===== config.mk =====
export PLATFORM = sky130hd
export DESIGN_NAME = sha256_message_hasher
export DESIGN_NICKNAME = d
export VERILOG_FILES = /design/src/hdl/sha256_pkg.sv /design/src/hdl/sha256_message_hasher.sv /design/src/hdl/sha256_front.sv /design/src/hdl/sha256_core.sv
export SDC_FILE = /design/constraint.sdc
export NUM_CORES = 2
export LEC_CHECK = 0
export BUFFER_PORTS_ARGS = -buffer_cell sky130_fd_sc_hd__buf_4
export CAP_MARGIN = 10
export CORE_UTILIZATION = 45
export CTS_BUF_LIST = sky130_fd_sc_hd__clkbuf_16
export CTS_CLUSTER_DIAMETER = 150
export DETAILED_ROUTE_END_ITERATION = 7
export GPL_TIMING_DRIVEN = 0
export PLACE_DENSITY = 0.66
export SLEW_MARGIN = 10
export SYNTH_ARGS = -nofsm -noshare
export SYNTH_HDL_FRONTEND = slang
export SYNTH_HIERARCHICAL = 1
export SYNTH_SLANG_ARGS = --single-unit

===== constraint.sdc =====
create_clock -name clk -period 32.3 [get_ports clk]
set_input_delay 4.845 -clock clk [delete_from_list [all_inputs] [get_ports clk]]
set_output_delay 4.845 -clock clk [all_outputs]
set_load 0.1 [all_outputs]

===== src/hdl/sha256_pkg.sv =====
// Shared types and constants for the SHA-256 message hasher.
`default_nettype none
package sha256_pkg;
    typedef struct packed {
        logic [7:0] data_byte;
        logic       byte_present;
        logic       end_of_message;
    } in_req_t;

    typedef struct packed {
        logic [31:0] digest_word;
        logic [2:0]  word_index;
        logic        last_word;
    } out_req_t;

    // Queue entry between the front end and the compression engine.
    typedef struct packed {
        logic [7:0] data_byte;
        logic       byte_present;
        logic       end_of_message;
    } cmd_t;

    function automatic logic [31:0] init_hash(input logic [2:0] i);
        logic [31:0] v;
        unique case (i)
            3'd0: v = 32'h6a09e667;
            3'd1: v = 32'hbb67ae85;
            3'd2: v = 32'h3c6ef372;
            3'd3: v = 32'ha54ff53a;
            3'd4: v = 32'h510e527f;
            3'd5: v = 32'h9b05688c;
            3'd6: v = 32'h1f83d9ab;
            default: v = 32'h5be0cd19;
        endcase
        return v;
    endfunction

    localparam logic [31:0] ROUND_K [64] = '{
        32'h428a2f98,32'h71374491,32'hb5c0fbcf,32'he9b5dba5,32'h3956c25b,32'h59f111f1,
        32'h923f82a4,32'hab1c5ed5,32'hd807aa98,32'h12835b01,32'h243185be,32'h550c7dc3,
        32'h72be5d74,32'h80deb1fe,32'h9bdc06a7,32'hc19bf174,32'he49b69c1,32'hefbe4786,
        32'h0fc19dc6,32'h240ca1cc,32'h2de92c6f,32'h4a7484aa,32'h5cb0a9dc,32'h76f988da,
        32'h983e5152,32'ha831c66d,32'hb00327c8,32'hbf597fc7,32'hc6e00bf3,32'hd5a79147,
        32'h06ca6351,32'h14292967,32'h27b70a85,32'h2e1b2138,32'h4d2c6dfc,32'h53380d13,
        32'h650a7354,32'h766a0abb,32'h81c2c92e,32'h92722c85,32'ha2bfe8a1,32'ha81a664b,
        32'hc24b8b70,32'hc76c51a3,32'hd192e819,32'hd6990624,32'hf40e3585,32'h106aa070,
        32'h19a4c116,32'h1e376c08,32'h2748774c,32'h34b0bcb5,32'h391c0cb3,32'h4ed8aa4a,
        32'h5b9cca4f,32'h682e6ff3,32'h748f82ee,32'h78a5636f,32'h84c87814,32'h8cc70208,
        32'h90befffa,32'ha4506ceb,32'hbef9a3f7,32'hc67178f2};

    localparam logic [7:0] PAD_BYTE = 8'h80;
endpackage
`default_nettype wire


===== src/hdl/sha256_message_hasher.sv =====
// Top level of the SHA-256 message hasher.
// One message byte enters per request; an end-of-message request, with or
// without a byte, triggers padding and returns the digest as eight 32-bit
// requests, most significant word first. Each full 64-byte block is
// compressed in a load step, 64 rounds and a chain update. The end of a
// message adds the padding sweep up to byte 63, one or two compressions
// and eight output requests. A four-entry queue parts the accepting front
// end from the engine so input is taken while it works.
`default_nettype none
module sha256_message_hasher #(
    parameter int QUEUE_DEPTH = 4
) (
    input  wire                   clk,
    input  wire                   rst_n,
    input  sha256_pkg::in_req_t   in_req,
    input  wire                   in_valid,
    output logic                  in_ready,
    output sha256_pkg::out_req_t  out_req,
    output logic                  out_valid,
    input  wire                   out_ready
);
    sha256_pkg::cmd_t cmd;
    logic cmd_valid, cmd_ready;

    sha256_front #(.DEPTH(QUEUE_DEPTH)) u_front (
        .clk, .rst_n, .in_req, .in_valid, .in_ready,
        .cmd, .cmd_valid, .cmd_ready);

    sha256_core u_core (
        .clk, .rst_n, .cmd, .cmd_valid, .cmd_ready,
        .out_req, .out_valid, .out_ready);
endmodule
`default_nettype wire


===== src/hdl/sha256_front.sv =====
// Front end: accepts requests, drops empty ones and queues the rest.
`default_nettype none
module sha256_front #(
    parameter int DEPTH = 4
) (
    input  wire                 clk,
    input  wire                 rst_n,
    input  sha256_pkg::in_req_t in_req,
    input  wire                 in_valid,
    output logic                in_ready,
    output sha256_pkg::cmd_t    cmd,
    output logic                cmd_valid,
    input  wire                 cmd_ready
);
    localparam int AW = (DEPTH > 1) ? $clog2(DEPTH) : 1;

    sha256_pkg::cmd_t fifo_reg [DEPTH];
    logic [AW-1:0] wr_ptr_reg, rd_ptr_reg;
    logic [AW:0]   count_reg;
    logic push, pop, useful;

    assign useful    = in_req.byte_present | in_req.end_of_message;
    assign in_ready  = (count_reg != (AW+1)'(DEPTH));
    assign push      = in_valid & in_ready & useful;
    assign pop       = cmd_valid & cmd_ready;
    assign cmd_valid = (count_reg != '0);
    assign cmd       = fifo_reg[rd_ptr_reg];

    always_ff @(posedge clk) begin
        if (push) begin
            fifo_reg[wr_ptr_reg] <= '{data_byte: in_req.data_byte,
                                      byte_present: in_req.byte_present,
                                      end_of_message: in_req.end_of_message};
        end
    end

    always_ff @(posedge clk or negedge rst_n) begin
        if (!rst_n) begin
            wr_ptr_reg <= '0;
            rd_ptr_reg <= '0;
            count_reg  <= '0;
        end else begin
            if (push)
                wr_ptr_reg <= (wr_ptr_reg == AW'(DEPTH-1)) ? '0 : wr_ptr_reg + 1'b1;
            if (pop)
                rd_ptr_reg <= (rd_ptr_reg == AW'(DEPTH-1)) ? '0 : rd_ptr_reg + 1'b1;
            count_reg <= count_reg + (AW+1)'(push) - (AW+1)'(pop);
        end
    end

    a_no_overflow: assert property (@(posedge clk) disable iff (!rst_n)
        count_reg <= (AW+1)'(DEPTH)) else $error("queue count above depth");
    a_pop_nonempty: assert property (@(posedge clk) disable iff (!rst_n)
        pop |-> count_reg != '0) else $error("pop from empty queue");
    a_full_stall: assert property (@(posedge clk) disable iff (!rst_n)
        count_reg == (AW+1)'(DEPTH) |-> !in_ready) else $error("ready while full");
endmodule
`default_nettype wire


===== src/hdl/sha256_core.sv =====
// Back end: block buffer, padding, 64-round compression and digest output.
`default_nettype none
module sha256_core (
    input  wire                   clk,
    input  wire                   rst_n,
    input  sha256_pkg::cmd_t      cmd,
    input  wire                   cmd_valid,
    output logic                  cmd_ready,
    output sha256_pkg::out_req_t  out_req,
    output logic                  out_valid,
    input  wire                   out_ready
);
    typedef enum logic [5:0] {
        S_IDLE  = 6'b000001,
        S_PAD   = 6'b000010,
        S_INIT  = 6'b000100,
        S_ROUND = 6'b001000,
        S_ADD   = 6'b010000,
        S_OUT   = 6'b100000
    } state_t;

    state_t state_reg, state_next;
    logic [31:0] buf_mem [16];    // block buffer, four bytes per word, big-endian
    logic [5:0]  fill_reg;
    logic [63:0] bitlen_reg;
    logic [31:0] chain_reg [8];
    logic [31:0] w_reg [16];
    logic [31:0] a_reg, b_reg, c_reg, d_reg, e_reg, f_reg, g_reg, h_reg;
    logic [5:0]  round_reg;
    logic        ending_reg;      // compression is part of message end
    logic        final_reg;       // this compression is the last one
    logic        mark_pend_reg;   // the 0x80 marker is still to be written
    logic [2:0]  oidx_reg;
    logic [31:0] ld_word_reg;     // buffer word read for the next round

    logic take;
    assign cmd_ready = (state_reg == S_IDLE);
    assign take      = cmd_valid & cmd_ready;

    function automatic logic [31:0] rotr(input logic [31:0] x, input int n);
        return (x >> n) | (x << (32 - n));
    endfunction

    // Schedule word for the current round.
    logic [31:0] wt, s0, s1, x15, x2;
    assign x15 = w_reg[1];
    assign x2  = w_reg[14];
    assign s0  = rotr(x15, 7) ^ rotr(x15, 18) ^ (x15 >> 3);
    assign s1  = rotr(x2, 17) ^ rotr(x2, 19) ^ (x2 >> 10);
    assign wt  = (round_reg < 6'd16) ? ld_word_reg : (w_reg[0] + s0 + w_reg[9] + s1);

    logic [31:0] big0, big1, ch, maj, t1, t2;
    assign big1 = rotr(e_reg, 6) ^ rotr(e_reg, 11) ^ rotr(e_reg, 25);
    assign ch   = (e_reg & f_reg) ^ (~e_reg & g_reg);
    assign t1   = h_reg + big1 + ch + sha256_pkg::ROUND_K[round_reg] + wt;
    assign big0 = rotr(a_reg, 2) ^ rotr(a_reg, 13) ^ rotr(a_reg, 22);
    assign maj  = (a_reg & b_reg) ^ (a_reg & c_reg) ^ (b_reg & c_reg);
    assign t2   = big0 + maj;

    // Buffer byte written this cycle.
    logic       bw_en;
    logic [5:0] bw_addr;
    logic [7:0] bw_data;
    logic [3:0] rd_idx;

    // The padding sweep starts at the marker position, so its first byte is
    // 0x80; the rest is zeros, with the bit length in bytes 56 to 63 of the
    // last block.
    always_comb begin
        bw_en   = 1'b0;
        bw_addr = fill_reg;
        bw_data = cmd.data_byte;
        if (take && cmd.byte_present)
            bw_en = 1'b1;
        else if (state_reg == S_PAD) begin
            bw_en = 1'b1;
            if (mark_pend_reg)
                bw_data = sha256_pkg::PAD_BYTE;
            else if (final_reg && fill_reg >= 6'd56)
                bw_data = bitlen_reg[8'(63 - 8*(fill_reg - 6'd56)) -: 8];
            else
                bw_data = 8'h00;
        end
    end

    // In round t the next buffer word (t+1) is fetched; INIT fetches word 0.
    assign rd_idx = (state_reg == S_INIT) ? 4'd0 : round_reg[3:0] + 4'd1;

    always_ff @(posedge clk) begin
        if (bw_en)
            buf_mem[bw_addr[5:2]][{~bw_addr[1:0], 3'b000} +: 8] <= bw_data;
        ld_word_reg <= buf_mem[rd_idx];
    end

    always_comb begin
        state_next = state_reg;
        unique case (state_reg)
            S_IDLE: if (take) begin
                if (cmd.byte_present && fill_reg == 6'd63)
                    state_next = S_INIT;
                else if (cmd.end_of_message)
                    state_next = S_PAD;
            end
            S_PAD:   if (fill_reg == 6'd63) state_next = S_INIT;
            S_INIT:  state_next = S_ROUND;
            S_ROUND: if (round_reg == 6'd63) state_next = S_ADD;
            S_ADD: begin
                if (final_reg) state_next = S_OUT;
                else if (ending_reg) state_next = S_PAD;
                else state_next = S_IDLE;
            end
            S_OUT:   if (out_valid && out_ready && oidx_reg == 3'd7) state_next = S_IDLE;
            default: state_next = S_IDLE;
        endcase
    end

    always_ff @(posedge clk or negedge rst_n) begin
        if (!rst_n) begin
            state_reg  <= S_IDLE;
            fill_reg   <= '0;
            bitlen_reg <= '0;
            round_reg  <= '0;
            ending_reg <= 1'b0;
            final_reg  <= 1'b0;
            oidx_reg   <= '0;
            for (int i = 0; i < 8; i++) chain_reg[i] <= sha256_pkg::init_hash(3'(i));
        end else begin
            state_reg <= state_next;
            unique case (state_reg)
                S_IDLE: if (take) begin
                    if (cmd.byte_present) begin
                        fill_reg   <= fill_reg + 6'd1;
                        bitlen_reg <= bitlen_reg + 64'd8;
                    end
                    ending_reg <= cmd.end_of_message;
                    final_reg  <= 1'b0;
                end
                S_PAD:   fill_reg <= fill_reg + 6'd1;
                S_INIT:  round_reg <= '0;
                S_ROUND: round_reg <= round_reg + 6'd1;
                S_ADD: begin
                    chain_reg[0] <= chain_reg[0] + a_reg;
                    chain_reg[1] <= chain_reg[1] + b_reg;
                    chain_reg[2] <= chain_reg[2] + c_reg;
                    chain_reg[3] <= chain_reg[3] + d_reg;
                    chain_reg[4] <= chain_reg[4] + e_reg;
                    chain_reg[5] <= chain_reg[5] + f_reg;
                    chain_reg[6] <= chain_reg[6] + g_reg;
                    chain_reg[7] <= chain_reg[7] + h_reg;
                    oidx_reg <= '0;
                end
                S_OUT: if (out_valid && out_ready) begin
                    oidx_reg <= oidx_reg + 3'd1;
                    if (oidx_reg == 3'd7) begin
                        for (int i = 0; i < 8; i++)
                            chain_reg[i] <= sha256_pkg::init_hash(3'(i));
                        fill_reg   <= '0;
                        bitlen_reg <= '0;
                        ending_reg <= 1'b0;
                        final_reg  <= 1'b0;
                    end
                end
                default: ;
            endcase
            // Entering padding: the length fits in this block only if the
            // marker lands below byte 56.
            if (state_reg == S_IDLE && take && cmd.end_of_message && !(cmd.byte_present
                && fill_reg == 6'd63)) begin
                final_reg <= (cmd.byte_present ? {1'b0, fill_reg} + 7'd1
                                               : {1'b0, fill_reg}) < 7'd56;
            end
            if (state_reg == S_ADD && ending_reg && !final_reg) begin
                // Wrapped into a second padding block (or marker still pending).
                final_reg <= 1'b1;
            end
        end
    end

    // The marker waits from the end request until the first padding byte.
    always_ff @(posedge clk or negedge rst_n) begin
        if (!rst_n)
            mark_pend_reg <= 1'b0;
        else if (take && cmd.end_of_message)
            mark_pend_reg <= 1'b1;
        else if (state_reg == S_PAD)
            mark_pend_reg <= 1'b0;
    end

    always_ff @(posedge clk) begin
        unique case (state_reg)
            S_INIT: begin
                a_reg <= chain_reg[0]; b_reg <= chain_reg[1];
                c_reg <= chain_reg[2]; d_reg <= chain_reg[3];
                e_reg <= chain_reg[4]; f_reg <= chain_reg[5];
                g_reg <= chain_reg[6]; h_reg <= chain_reg[7];
            end
            S_ROUND: begin
                h_reg <= g_reg; g_reg <= f_reg; f_reg <= e_reg;
                e_reg <= d_reg + t1;
                d_reg <= c_reg; c_reg <= b_reg; b_reg <= a_reg;
                a_reg <= t1 + t2;
                for (int i = 0; i < 15; i++) w_reg[i] <= w_reg[i+1];
                w_reg[15] <= wt;
            end
            default: ;
        endcase
    end

    assign out_valid = (state_reg == S_OUT);
    assign out_req   = '{digest_word: chain_reg[oidx_reg], word_index: oidx_reg,
                         last_word: (oidx_reg == 3'd7)};

    a_ready_idle: assert property (@(posedge clk) disable iff (!rst_n)
        cmd_ready |-> state_reg == S_IDLE) else $error("ready outside idle");
    a_round_run: assert property (@(posedge clk) disable iff (!rst_n)
        state_reg == S_INIT |=> state_reg == S_ROUND && round_reg == 6'd0)
        else $error("round counter not cleared");
    a_out_last: assert property (@(posedge clk) disable iff (!rst_n)
        out_valid && out_ready && oidx_reg == 3'd7 |=> state_reg == S_IDLE)
        else $error("digest did not finish");
    a_mark_idle: assert property (@(posedge clk) disable iff (!rst_n)
        state_reg == S_IDLE |-> !mark_pend_reg) else $error("marker left pending");
endmodule
`default_nettype wire

# Word level (Yosys, flattened, before mapping)
# Memories as Yosys holds them, arrays and structs flattened. A register that Yosys moved wholly into a read port is not among the register bits.
# Cells that the tools add are included.
word_totals:
  word_cells: 219
  mem_bits_ro: 2048
  n_memories: 4
  register_bits: 607
  inputBits: 14
  ram_bits: 1064
  out_inout_bits: 38
classes:
  order_cmp: 5
  add_sub_neg: 31
  n_eq_ne: 23
  n_reduce_logical: 27
  n_bitwise: 34
  shift: 3
  muxes: 65
memory_table:
  columns: ["memory", "depth", "width", "rd", "rd_clocked_by_memory_dff", "write_ports", "line", "rtl"]
  rows:
  - ["(name not given)", 64, 32, 1, 0, 0, "sha256_core.sv:55", "assign t1 = h_reg + big1 + ch + sha256_pkg::ROUND_K[round_reg] + wt;"]
  - ["u_core.buf_mem", 16, 32, 1, 1, 1, "sha256_core.sv:23", "logic [31:0] buf_mem [16];"]
  - ["u_core.w_reg", 16, 32, 16, 0, 16, "sha256_core.sv:27", "logic [31:0] w_reg [16];"]
  - ["u_front.fifo_reg", 4, 10, 1, 0, 1, "sha256_front.sv:17", "sha256_pkg::cmd_t fifo_reg [DEPTH];"]
op_table:
  columns: ["operator", "n"]
  rows:
  - ["32-bit adder", 18]
  - ["256-bit two-way mux", 2]
  - ["256-bit one-hot mux with 2 select lines", 1]
  - ["32-bit one-hot mux with 2 select lines", 8]
  - ["32-bit XOR", 9]
  - ["64-bit two-way mux", 4]
  - ["32-bit two-way mux", 6]
  - ["32-bit AND", 5]
  - ["64-bit one-hot mux with 2 select lines", 1]
  - ["32-bit binary-select mux with 3-bit select", 1]
  - ["71-bit by 9-bit variable part select with 8-bit output", 1]
  - ["6-bit two-way mux", 11]
  - ["64-bit by 4-bit adder with 64-bit output, second input constant", 1]
  - ["6-bit one-hot mux with 6 select lines", 1]
  - ["8-bit two-way mux", 4]
  - ["32-bit NOT", 1]
  - ["10-bit by 32-bit bitwise OR with 32-bit output", 1]
  - ["13-bit by 32-bit bitwise OR with 32-bit output", 1]
  - ["14-bit by 32-bit bitwise OR with 32-bit output", 1]
  - ["15-bit by 32-bit bitwise OR with 32-bit output", 1]
  - ["19-bit by 32-bit bitwise OR with 32-bit output", 1]
  - ["21-bit by 32-bit bitwise OR with 32-bit output", 1]
  - ["25-bit by 32-bit bitwise OR with 32-bit output", 1]
  - ["26-bit by 32-bit bitwise OR with 32-bit output", 1]
  - ["other kinds (57)", 106]

# Depth between registers and ports, before layout
# An unclocked memory read counts as a cell.
depth:
  ltp_word: 11
  depth_mapped: 48
  ltp_nobuf: 48

# Cells and area by module
# Netlist, hierarchy kept.
by_module_without_submodules:
  columns: ["mod", "instances", "seq_area_each_um2", "area_each_um2", "cells_per_inst"]
  rows:
  - ["sha256_core", 1, 47782.1, 91989.5, 8200]
  - ["sha256_front", 1, 1376.3, 1898.1, 92]

# Least setup slack after synthesis
# No wires, ideal clock.
synth_timing:
  kind: "reg2reg"
  start: "register u_core.state_reg[4]"
  end: "memory u_core.w_reg[0][0] (enable)"
  path_buffers: 3
  synth_period_minus_slack_ps: 16518
  t_required_ps: 31224
  t_arrival_ps: 15442
  path_slack_ps: 15782
  setup_ps: 1076
  stages_incl_launch_ff: 7
  cell_sequence: "dfrtp_1 clkbuf_1 nor4_1 nand3b_1 clkinv_1 clkbuf_1 clkbuf_1"
synth_rtl:
  columns: ["element", "line", "rtl"]
  rows:
  - ["from (decl)", "sha256_core.sv:22", "state_t state_reg, state_next;"]
  - ["from (signal assigned)", "sha256_core.sv:128", "state_reg <= state_next;"]
  - ["to (decl)", "sha256_core.sv:27", null]

# Worst setup path in the final report
layout_timing:
  start: "register u_core.round_reg[0]"
  end: "register u_core.a_reg[30] (data pin)"
layout_between:
  elab_chain_cells: 8
  elab_cells_between_ends: 10
  classes_between: "add/sub: 3; order compare: 1; mux: 4; bitwise: 1; memory: 1"
layout_rtl:
  columns: ["element", "line", "rtl"]
  rows:
  - ["from (decl)", "sha256_core.sv:29", "logic [5:0] round_reg;"]
  - ["from (signal assigned)", "sha256_core.sv:140", "S_ROUND: round_reg <= round_reg + 6'd1;"]
  - ["6-bit NOT with 7-bit output (implied by the code)", "sha256_core.sv:55", null]
  - ["memory read 64 x 32 bit", null, null]
  - ["32-bit two-way mux (implied by the code) (2 in a row)", "sha256_core.sv:55", null]
  - ["32-bit adder", "sha256_core.sv:55", null]
  - ["32-bit adder *", "sha256_core.sv:55", null]
  - ["32-bit adder *", "sha256_core.sv:201", "a_reg <= t1 + t2;"]
  - ["32-bit one-hot mux with 2 select lines *", "sha256_core.sv:190", "unique case (state_reg)"]
  - ["to (signal assigned)", "sha256_core.sv:192", "a_reg <= chain_reg[0]; b_reg <= chain_reg[1];"]
  - ["to (signal assigned)", "sha256_core.sv:201", null]
  - ["to (decl)", "sha256_core.sv:28", "logic [31:0] a_reg, b_reg, c_reg, d_reg, e_reg, f_reg, g_reg, h_reg;"]
# Mark *: on every way between the ends. The rest lies on a longest branch, timed or not. The select of a mux whose other input is x is not followed.
# A chain may end at the register's enable or synchronous reset.

==> impl_metrics.csv <==
group,metric,value,unit
detailed_routing,wirelength,322000,um
detailed_routing,viasPerCell,6.06,
floorplanning,core_area,207000,um^2
place,gp_congestion,1.03,
floorplanning,die-area,210000,um^2
floorplanning,die_w,459,um
finish,fillers,18400,
worst_setup_path,critPathCaptureType,"register",
worst_setup_path,critPathKind,"register to register",
sta,clock.fmax,79.3,MHz
pwr,clockPowerShare,26.6,%
pwr,leakagePower,40.2,nW
global_route,grt_first_pass_wirelength,460000,um
finish,fin_util,50.4,%
worst_hold_path,holdCritPathClass,"register to register",
finish,mostFrequentLayoutCells,"1320 x edfxtp_1, 1261 x nand2_1, 558 x nor2_1, 458 x a21oi_1, 450 x inv_1",
finish,nNetsFinal,9181,
detailed_routing,wl_met3,32200,um
detailed_routing,drc,0,
yosys,synth_async_sr_flop_share,20.5,%
pwr,switchingPower,3.09,mW
global_route,grt_util_all_layers,30.2,%
global_route,overflow,0,
finish,multi_input_area,41700,um^2
worst_setup_path,path_max_fanout,14,
flow_run,cap_viol_max_count,0,
finish,layout_commonest_cell,"edfxtp_1",
yosys,synth_cells,8292,
pwr,peakVddDrop,0.000120,V
worst_setup_path,cp_data_required_time,32.87,ns
yosys,ys_types,98,
detailed_routing,post_drt_wl_per_cell,28.0,um
floorplanning,start_util,45.3,%
worst_setup_path,cpLargestDelayFamily,"compound AO/OA/AOI/OAI gates",
worst_setup_path,start_kind,"register",
clock_tree,root_buffer,"clkbuf_16",
pwr,internal_power,5.00,mW
floorplanning,ioPinCount,52,
pwr,power_frac_comb,41.5,%
worst_setup_path,max_stage_delay,0.67,ns
detailed_routing,dr.first_iter.drc_count,8807,
yosys,synth_edf_count,1320,
pwr,power.total,8.09,mW
finish,areaGrowthSynthToFinish,11.2,%
worst_setup_path,slowest_stage,"clkbuf_1",
yosys,yosys_register_bits,1700,
yosys,syn_nets,8926,
pwr,switching_share,38.2,%
detailed_routing,dr.max_layer_used,"met5",
floorplanning,die_h,459,um
yosys,ys_seq_area_share,52.4,%
yosys,ys.flop_type,"edfxtp_1",
finish,drive_gt1_share,9.27,%
clock_tree,cts_setup_buffers,0,
worst_setup_path,timing.critical_path.mode_cell,"inv_1",
sta,slew_viol_final,0,
place,dp_hpwl,242000,um
clock_tree,clock_latency,0.85,ns
worst_setup_path,cp_num_buf_inv,9,
sta,hold_ws,0.400,ns
status,outcome,"finished clean",
finish,seqCellArea,49200,um^2
detailed_routing,wl_met1,132000,um
sta,finalWorstSetupSlack,19.69,ns
yosys,yosysTopAreaCell,"edfxtp_1",
detailed_routing,drt_pass1_iterations,6,
sta,finClkSkew,0.0530,ns
sta,rsz0062_at_grt,"no",
global_route,grt_max_degree,104,
clock_tree,path_clk_slew,0.06,ns
pwr,powerDensity,77.5,nW/um^2
place,io_buffers,51,
yosys,synth_area,93900,um^2
detailed_routing,wl_met2,140000,um
yosys,synthTopCellsByArea,"edfxtp_1 42%, dfrtp_1 5.6%, ha_1 5.6%, nand2_1 5.0%, fa_1 4.2%",
worst_setup_path,worstPathArrival,13.18,ns
detailed_routing,vias,69800,
clock_tree,cts_resized,0,
yosys,syn_avg_cell_area,11.3,um^2
clock_tree,cts_tree,"done",
floorplanning,rows,167,
pwr,seqPwrFrac,31.9,%
sta,finalCritPeriodShare,39.0,%
clock_tree,clock-sinks,1700,
sta,tightest_slew,1.39,ns
sta,finalHoldViolations,0,
clock_tree,clock_path_buffers,3,
sta,fin_setup_tns,0,ns
sta,setup_viol,0,
global_route,grt_pass1_vias,65700,
sta,final_period_minus_worst_setup_slack,12.61,ns
clock_tree,cts_max_level,4,
global_route,antenna_found_initial,20,
place,post-place-ws,20.22,ns
clock_tree,hold_buffers,0,
clock_tree,cts_made_buffers,186,
yosys,yosysTopAreaCellShare,42.2,%
detailed_routing,ant_nets,0,
yosys,yosysWarnings,6,
sta,slew_headroom,7.20,%
==> logic make-up (layout without fill, tap and decap cells) <==
kind of cell | Yosys count | in the layout | synth area share, %
buffers and inverters | 807 | 1218 | 3.27
AND/OR/NAND/NOR | 2402 | 2402 | 11.1
flip-flops | 1700 | 1700 | 52.4
adder cells (fa/ha/maj) | 639 | 639 | 10.0
multiplexers | 348 | 348 | 5.55
XOR/XNOR | 618 | 618 | 5.77
other | 0 | 13 | 0
AO/OA/AOI/OAI | 1778 | 1778 | 12.0
==> per-layer routing <==
layer	vias to the layer above	global-route usage, %
met2	3810	44.8
met3	760	6.47
li1	30400	-
met5	-	0
met1	34800	42.0
met4	8	14.7
==> layout make-up <==
type	count	share of cell area [%]
plain buffers	388	1.45
inverters	419	1.51
multi-input cells	5785	39.9
clock inverters	153	1.29
repair buffers	67	0.758
diodes	13	0.0312
flip-flops and latches	1700	47.1
clock buffers	191	4.58
well taps	2788	3.34
==> power by group through the flow <==
stage               Combinational (mW)  Clock [mW]  Sequential (mW)
global route                      3.61        2.27             2.59
floorplan                         2.37           0             2.59
global placement                  3.21           0             2.62
finish                            3.36        2.15             2.58
detailed placement                3.25           0             2.62
CTS                               3.28        2.19             2.58
==> final timing paths <==
check                                         start                    to  slack, ns  depth (start not counted)
worst min-delay path             u_core/w_reg[1][4]  u_core/w_reg[0][228]       0.40                          0
worst max-delay path            u_core/round_reg[0]      u_core/a_reg[30]      19.69                         39
worst min register to register   u_core/w_reg[1][4]  u_core/w_reg[0][228]       0.40                          0
min in group asynchronous                     rst_n  u_core/bitlen_reg[8]       4.00                          1
max in group asynchronous                     rst_n  u_core/chain_reg[73]      26.73                          3
worst max register to register  u_core/round_reg[0]      u_core/a_reg[30]      19.69                         39
==> synth_stat cells, types with 198 or more instances <==
cell      number
inv_1        415
ha_1         422
edfxtp_1    1320
nor2_1       560
xor2_1       231
nand2_1     1261
fa_1         198
o21ai_0      422
a21oi_1      458
xnor2_1      387
clkbuf_1     332
dfrtp_1      211
==> per-stage QoR <==
step	instance area, um^2	cells
floorplan	93900	8292
global placement	97800	11100
detailed placement	98200	11100
CTS	104000	11500
global route	104000	11500
finish	104000	11500
(Power assumes the default switching activity.)
